**src/srt_pkg.sv**
```systemverilog
// Shared types and constants of the scoped root table.
`default_nettype none

package srt_pkg;

	localparam int unsigned DEPTH_DEF     = 64;
	localparam int unsigned MAX_SCOPE_DEF = 255;

	localparam int unsigned FUNC_W   = 3;
	localparam int unsigned ID_W     = 64;
	localparam int unsigned REF_W    = 64;
	localparam int unsigned STATUS_W = 3;
	localparam int unsigned COUNT_W  = 7;
	localparam int unsigned SCOPE_W  = 8;

	typedef enum logic [FUNC_W-1:0] {
		FN_INIT     = 3'd0,
		FN_REASSIGN = 3'd1,
		FN_REMOVE   = 3'd2,
		FN_PUSH     = 3'd3,
		FN_POP      = 3'd4
	} func_t;

	typedef enum logic [STATUS_W-1:0] {
		ST_OK          = 3'd0,
		ST_EXISTS      = 3'd1,
		ST_MISSING     = 3'd2,
		ST_FULL        = 3'd3,
		ST_SCOPE_LIMIT = 3'd4,
		ST_POP_IGNORED = 3'd5
	} status_t;

	typedef enum logic [1:0] {
		S_IDLE,
		S_SEARCH,
		S_POP_RD,
		S_POP_CMP
	} state_t;

	// write enables toward the entry store
	typedef struct packed {
		logic entry_we;  // ident and level
		logic ref_we;
	} store_wr_t;

endpackage

`default_nettype wire

```
**src/srt_store.sv**
```systemverilog
// Entry store: id, level and reference memories with one registered read port.
`default_nettype none

module srt_store #(
	parameter int unsigned DEPTH = srt_pkg::DEPTH_DEF,
	parameter int unsigned LVL_W = 8,
	parameter int unsigned AW    = (DEPTH > 1) ? $clog2(DEPTH) : 1
) (
	input  wire logic                     clk,
	input  wire srt_pkg::store_wr_t       wr,
	input  wire logic [AW-1:0]            wr_addr,
	input  wire logic [srt_pkg::ID_W-1:0] wr_ident,
	input  wire logic [LVL_W-1:0]         wr_level,
	input  wire logic [srt_pkg::REF_W-1:0] wr_ref,
	input  wire logic [AW-1:0]            rd_addr,
	output logic [srt_pkg::ID_W-1:0]      rd_ident,
	output logic [LVL_W-1:0]              rd_level
);
	import srt_pkg::*;

	logic [ID_W-1:0]  ident_mem [DEPTH];
	logic [LVL_W-1:0] level_mem [DEPTH];
	logic [REF_W-1:0] ref_mem   [DEPTH];

	always_ff @(posedge clk) begin
		if (wr.entry_we) begin
			ident_mem[wr_addr] <= wr_ident;
			level_mem[wr_addr] <= wr_level;
		end
		if (wr.ref_we) begin
			ref_mem[wr_addr] <= wr_ref;
		end
	end

	always_ff @(posedge clk) begin
		rd_ident <= ident_mem[rd_addr];
		rd_level <= level_mem[rd_addr];
	end

endmodule

`default_nettype wire

```
**src/scoped_root_table.sv**
```systemverilog
// Scoped root table top level: root-set stack with id search and scope pops.
//
//  channel  | handshake            | fields
//  ---------+----------------------+---------------------------------------
//  command  | start, busy          | func, var_id, ref_value, force_pop
//  result   | done (one-cycle)     | status, entry_count, scope_level
//
// Push scope, ignored pops and unknown codes answer in the cycle after
// acceptance and never raise busy. Init, reassign and remove scan the entries
// one a cycle through the store's registered read port. A pop removes top
// entries of the current scope level one by one, then lowers the scope level.
// Reset (arst_n low) empties the table and sets the scope level to one.
// The receiver cannot stall: done is high for exactly one cycle.
`default_nettype none

module scoped_root_table #(
	parameter int unsigned DEPTH     = srt_pkg::DEPTH_DEF,
	parameter int unsigned MAX_SCOPE = srt_pkg::MAX_SCOPE_DEF
) (
	input  wire logic                          clk,
	input  wire logic                          arst_n,
	input  wire logic                          start,
	output logic                               busy,
	input  wire logic [srt_pkg::FUNC_W-1:0]    func,
	input  wire logic [srt_pkg::ID_W-1:0]      var_id,
	input  wire logic [srt_pkg::REF_W-1:0]     ref_value,
	input  wire logic                          force_pop,
	output logic                               done,
	output logic [srt_pkg::STATUS_W-1:0]       status,
	output logic [srt_pkg::COUNT_W-1:0]        entry_count,
	output logic [srt_pkg::SCOPE_W-1:0]        scope_level
);
	import srt_pkg::*;

	localparam int unsigned AW = (DEPTH > 1) ? $clog2(DEPTH) : 1;
	localparam int unsigned CW = $clog2(DEPTH + 1);
	localparam int unsigned LW = $clog2(MAX_SCOPE + 1);

	// sequencer and table state
	state_t            state_q, state_d;
	logic [CW-1:0]     cnt_q, cnt_d;
	logic [LW-1:0]     lvl_q, lvl_d;
	logic [CW-1:0]     addr_q, addr_d;
	logic              vld_s1;
	logic [AW-1:0]     idx_s1;
	logic              res_vld_q, res_vld_d;
	status_t           res_st_q, res_st_d;

	// captured command payload
	logic [FUNC_W-1:0] func_q;
	logic [ID_W-1:0]   id_q;
	logic [REF_W-1:0]  ref_q;

	// store interface
	store_wr_t         wr;
	logic [AW-1:0]     wr_addr;
	logic [REF_W-1:0]  ref_wdata;
	logic [AW-1:0]     rd_addr;
	logic [ID_W-1:0]   ident_rd;
	logic [LW-1:0]     level_rd;

	logic              issue;
	logic              match;
	logic [CW-1:0]     cnt_m1;

	assign cnt_m1 = cnt_q - CW'(1);
	assign match  = vld_s1 && (ident_rd == id_q);

	srt_store #(
		.DEPTH (DEPTH),
		.LVL_W (LW),
		.AW    (AW)
	) u_store (
		.clk      (clk),
		.wr       (wr),
		.wr_addr  (wr_addr),
		.wr_ident (id_q),
		.wr_level (lvl_q),
		.wr_ref   (ref_wdata),
		.rd_addr  (rd_addr),
		.rd_ident (ident_rd),
		.rd_level (level_rd)
	);

	always_ff @(posedge clk or negedge arst_n) begin
		if (!arst_n) begin
			state_q   <= S_IDLE;
			cnt_q     <= '0;
			lvl_q     <= LW'(1);
			addr_q    <= '0;
			vld_s1    <= 1'b0;
			res_vld_q <= 1'b0;
			res_st_q  <= ST_OK;
		end else begin
			state_q   <= state_d;
			cnt_q     <= cnt_d;
			lvl_q     <= lvl_d;
			addr_q    <= addr_d;
			vld_s1    <= issue;
			res_vld_q <= res_vld_d;
			res_st_q  <= res_st_d;
		end
	end

	// payload and search-pipe index, no reset needed
	always_ff @(posedge clk) begin
		idx_s1 <= addr_q[AW-1:0];
		if (start && !busy) begin
			func_q <= func;
			id_q   <= var_id;
			ref_q  <= ref_value;
		end
	end

	always_comb begin
		state_d   = state_q;
		cnt_d     = cnt_q;
		lvl_d     = lvl_q;
		addr_d    = addr_q;
		res_vld_d = 1'b0;
		res_st_d  = res_st_q;
		wr        = '0;
		wr_addr   = cnt_q[AW-1:0];
		ref_wdata = ref_q;
		rd_addr   = addr_q[AW-1:0];
		issue     = 1'b0;

		case (state_q)
			S_IDLE: begin
				if (start) begin
					case (func)
						FN_INIT, FN_REASSIGN, FN_REMOVE: begin
							addr_d  = '0;
							state_d = S_SEARCH;
						end
						FN_PUSH: begin
							res_vld_d = 1'b1;
							if (lvl_q >= LW'(MAX_SCOPE)) begin
								lvl_d    = LW'(MAX_SCOPE);
								res_st_d = ST_SCOPE_LIMIT;
							end else begin
								lvl_d    = lvl_q + LW'(1);
								res_st_d = ST_OK;
							end
						end
						FN_POP: begin
							if ((lvl_q == '0) || ((lvl_q <= LW'(1)) && !force_pop)) begin
								res_vld_d = 1'b1;
								res_st_d  = ST_POP_IGNORED;
							end else begin
								state_d = S_POP_RD;
							end
						end
						default: begin
							// unused codes: answer ok, change nothing
							res_vld_d = 1'b1;
							res_st_d  = ST_OK;
						end
					endcase
				end
			end

			S_SEARCH: begin
				// read entry addr_q now, compare it next cycle
				issue = addr_q < cnt_q;
				if (issue) begin
					addr_d = addr_q + CW'(1);
				end
				if (match || (!issue && !vld_s1)) begin
					state_d   = S_IDLE;
					res_vld_d = 1'b1;
					case (func_q)
						FN_INIT: begin
							if (match) begin
								res_st_d = ST_EXISTS;
							end else if (cnt_q == CW'(DEPTH)) begin
								res_st_d = ST_FULL;
							end else begin
								wr.entry_we = 1'b1;
								wr.ref_we   = 1'b1;
								cnt_d       = cnt_q + CW'(1);
								res_st_d    = ST_OK;
							end
						end
						default: begin
							if (!match) begin
								res_st_d = ST_MISSING;
							end else begin
								wr.ref_we = 1'b1;
								wr_addr   = idx_s1;
								ref_wdata = (func_q == FN_REASSIGN) ? ref_q : '0;
								res_st_d  = ST_OK;
							end
						end
					endcase
				end
			end

			S_POP_RD: begin
				if (cnt_q == '0) begin
					lvl_d     = lvl_q - LW'(1);
					res_st_d  = ST_OK;
					res_vld_d = 1'b1;
					state_d   = S_IDLE;
				end else begin
					rd_addr = cnt_m1[AW-1:0];
					state_d = S_POP_CMP;
				end
			end

			S_POP_CMP: begin
				if (level_rd == lvl_q) begin
					cnt_d   = cnt_m1;
					state_d = S_POP_RD;
				end else begin
					lvl_d     = lvl_q - LW'(1);
					res_st_d  = ST_OK;
					res_vld_d = 1'b1;
					state_d   = S_IDLE;
				end
			end

			default: begin
				state_d = S_IDLE;
			end
		endcase
	end

	assign busy        = (state_q != S_IDLE);
	assign done        = res_vld_q;
	assign status      = res_st_q;
	assign entry_count = COUNT_W'(cnt_q);
	assign scope_level = SCOPE_W'(lvl_q);

endmodule

`default_nettype wire

```
**config.mk**
```make
export PLATFORM = sky130hd
export DESIGN_NAME = scoped_root_table
export DESIGN_NICKNAME = d
export VERILOG_FILES = /design/src/srt_pkg.sv /design/src/srt_store.sv /design/src/scoped_root_table.sv
export SDC_FILE = /design/constraint.sdc
export NUM_CORES = 2
export LEC_CHECK = 0
export BUFFER_PORTS_ARGS = -buffer_cell sky130_fd_sc_hd__clkbuf_2
export CAP_MARGIN = 30
export CORE_MARGIN = 1.5
export CORE_UTILIZATION = 35
export CTS_CLUSTER_SIZE = 8
export DETAILED_ROUTE_END_ITERATION = 10
export PLACE_DENSITY_LB_ADDON = 0.12
export SLEW_MARGIN = 20
export SYNTH_ARGS = -nofsm -noshare
export SYNTH_HDL_FRONTEND = slang
export SYNTH_HIERARCHICAL = 1
export SYNTH_MEMORY_MAX_BITS = 65536
export SYNTH_SLANG_ARGS = --single-unit
```
**constraint.sdc**
```tcl
create_clock -name clk -period 19.7 [get_ports clk]
set_input_delay 3.94 -clock clk [delete_from_list [all_inputs] [get_ports clk]]
set_output_delay 3.94 -clock clk [all_outputs]
set_load 0.01 [all_outputs]
```
==> results.cfg <==
[status]
status = finished, final reports clean

[logic_synthesis]
ys_warn_count = 6
synth_nets = 8070
syn_inst = 7922
syn_avg_cell_area_um2 = 22.75
netlist_area_mm2 = 0.1803

[die]
die_area_mm2 = 0.5194
start_util_pct = 35.14
chipWidth_um = 720.7
rows = 263
coreArea_mm2 = 0.5130
io_pins = 155
die_y_um = 720.7

[timing]
relSlewSlack_pct = 24.00
fmax_ghz = 0.1030
fin_setup_tns_ps = 0
tightest_slew_ps = 1140
hold_viol = 0
layout_setup_ws_ps = 9990
min_period_ps = 9710
min_period_over_period_pct = 49.29
rsz0062_at_grt = no
setup_viol = 0
slew_viol_final = 0
skew_ps = 117.0

[routing]
ant_nets = 0
firstDrtPassIters = 5
vias = 90290
viasPerCell = 5.757
post-route-drc-count = 0
drtIter0Drc = 11100
wl_per_cell_um = 37.38
wirelength_mm = 586.3

[placed_design]
place_ws_ps = 9838
placed_area_mm2 = 0.1909
dp_hpwl_mm = 314.3
portBuffers = 90
gp_congestion = 0.7651

[power]
total_power_mw = 30.99
powerDensity_mw_per_mm2 = 147.5
total_leakage_power_nw = 64.03
ir_worst_vdd_v = 0.0001481

[critical_path]
arrival_ps = 10360
end_kind = flip-flop
slowest_stage = nor4_1
cp_slowest_stage_delay_ps = 1030
cpMostUsedCell = buf_4
crit_fanout = 65
crit_type = reg2reg
r2r-start = id_q[28]$_DFFE_PP_
startpoint = id_q[28]$_DFFE_PP_
setup.worst_path.start_class = flip-flop
worstPathRequired_ps = 20350
cp_cell_sequence = buf_4 -> xnor2_1 -> nand4_1 -> nor4_1 -> nand4_1 -> or2_1 -> nor3_4 -> mux2_2 -> nor2b_1 -> nand3_1 -> nor2_4 -> buf_4 -> buf_4

[global_routing]
grt_overflow = 0
grt_pass1_vias = 91310
grt_max_degree = 107
antenna_found_initial = 43
grt_util_all_layers_pct = 22.17
grt_pass1_wl_mm = 788.0

[clock_network]
cts_tree = done
cts_resized = 0
cts_buffers = 669
clock_latency_ps = 1110
clockRootBuffer = clkbuf_16
cts_setup_buffers = 0
clkTransAtPathRegs_ps = 50
cts.hold.buffers_added = 0
clockBufferDepth = 4
cts_max_level = 6
numClockSinks = 4782

[final_layout]
fin_nets = 8752
design_area_mm2 = 0.2101
seq_area_mm2 = 0.1427
drive_gt1_share_pct = 27.08
multiInputGateArea_mm2 = 0.03596
area_delta_synth_final_pct = 16.54
nFillCells = 44810

[min_path]
hold_path.class = reg2reg
worstHoldStart = addr_q[2]$_DFFE_PN0P_

[job]
cap_viol_max_count = 0
==> registers in the layout, summed over array words and instances (netlist names), 2 cells and up <==
name / cells
u_store/rd_ident: 64
id_q: 64
addr_q: 7
u_store/rd_level: 8
entry_count: 7
status: 3
u_store/level_mem: 512
func_q: 3
u_store/ident_mem: 4096
idx_s1: 6
state_q: 2
scope_level: 8
==> worst max-delay path, delay by kind of cell (launching register included) <==
| kind | cells | cell delay, ps |
|---|---|---|
| XOR/XNOR | 1 | 730 |
| flip-flops | 1 | 360 |
| multiplexers | 1 | 490 |
| buffers and inverters | 3 | 1920 |
| AND/OR/NAND/NOR | 8 | 5670 |
==> metrics by stage <==
step | util (%) | hold slack, ps | instances
final | 40.95 | 491.5 | 15680
after global routing | 40.95 | 531.0 | 15680
after CTS | 40.94 | 493.4 | 15670
after detailed placement | 37.21 | 497.8 | 14690
after global placement | 37.13 | 489.3 | 14670
after floorplan | - | 423.9 | 7922
==> cells in the final DEF, fill, tap and decap left out, types with 72 or more instances in the layout <==
master and n:
o221ai_1 73, o22ai_1 360, mux2i_1 119, clkbuf_1 251, mux4_2 1100, nor2_1 95, edfxtp_1 4675, nor2b_1 103
buf_4 326, a211oi_1 121, clkbuf_2 90, clkbuf_16 678, nor3_1 72, dfxtp_1 78
==> layer usage <==
metal | vias to the layer above | share of wire (%) | GRT usage [%]
li1 | 35260 | - | -
met1 | 50530 | 43 | 31.98
met3 | 706 | 7.0 | 3.487
met2 | 3804 | 48 | 35.88
met5 | - | 0 | 0
met4 | 0 | 1.9 | 4.350
==> final timing paths <==
kind / endpoint / slack, ps / depth (start not counted)
worst max-delay path: u_store/ident_mem[53][33]$_DFFE_PP_ / 9990 / 13
min in group asynchronous: done$_DFF_PN0_ / 2950 / 1
max in group asynchronous: scope_level[5]$_DFFE_PN0P_ / 16140 / 1
worst max register to register: u_store/ident_mem[53][33]$_DFFE_PP_ / 9990 / 13
worst min register to register: idx_s1[2]$_DFF_P_ / 490 / 0
worst min-delay path: idx_s1[2]$_DFF_P_ / 490 / 0
==> area by class of cell <==
cell class | instances | area share (%)
antenna | 8 | 0.009530
clock buffer | 929 | 8.525
clock inverter | 56 | 0.5754
inverter | 24 | 0.04288
multi-input combinational | 2668 | 17.12
sequential | 4782 | 67.92
tap | 6757 | 4.025
timing repair buffer | 459 | 1.783
==> power by group <==
group          internal [mW]  switching, mW
sequential              11.8          0.124
combinational           3.49           4.94
clock                   6.29           4.33
No activity file was read; power rests on OpenSTA's default activity.
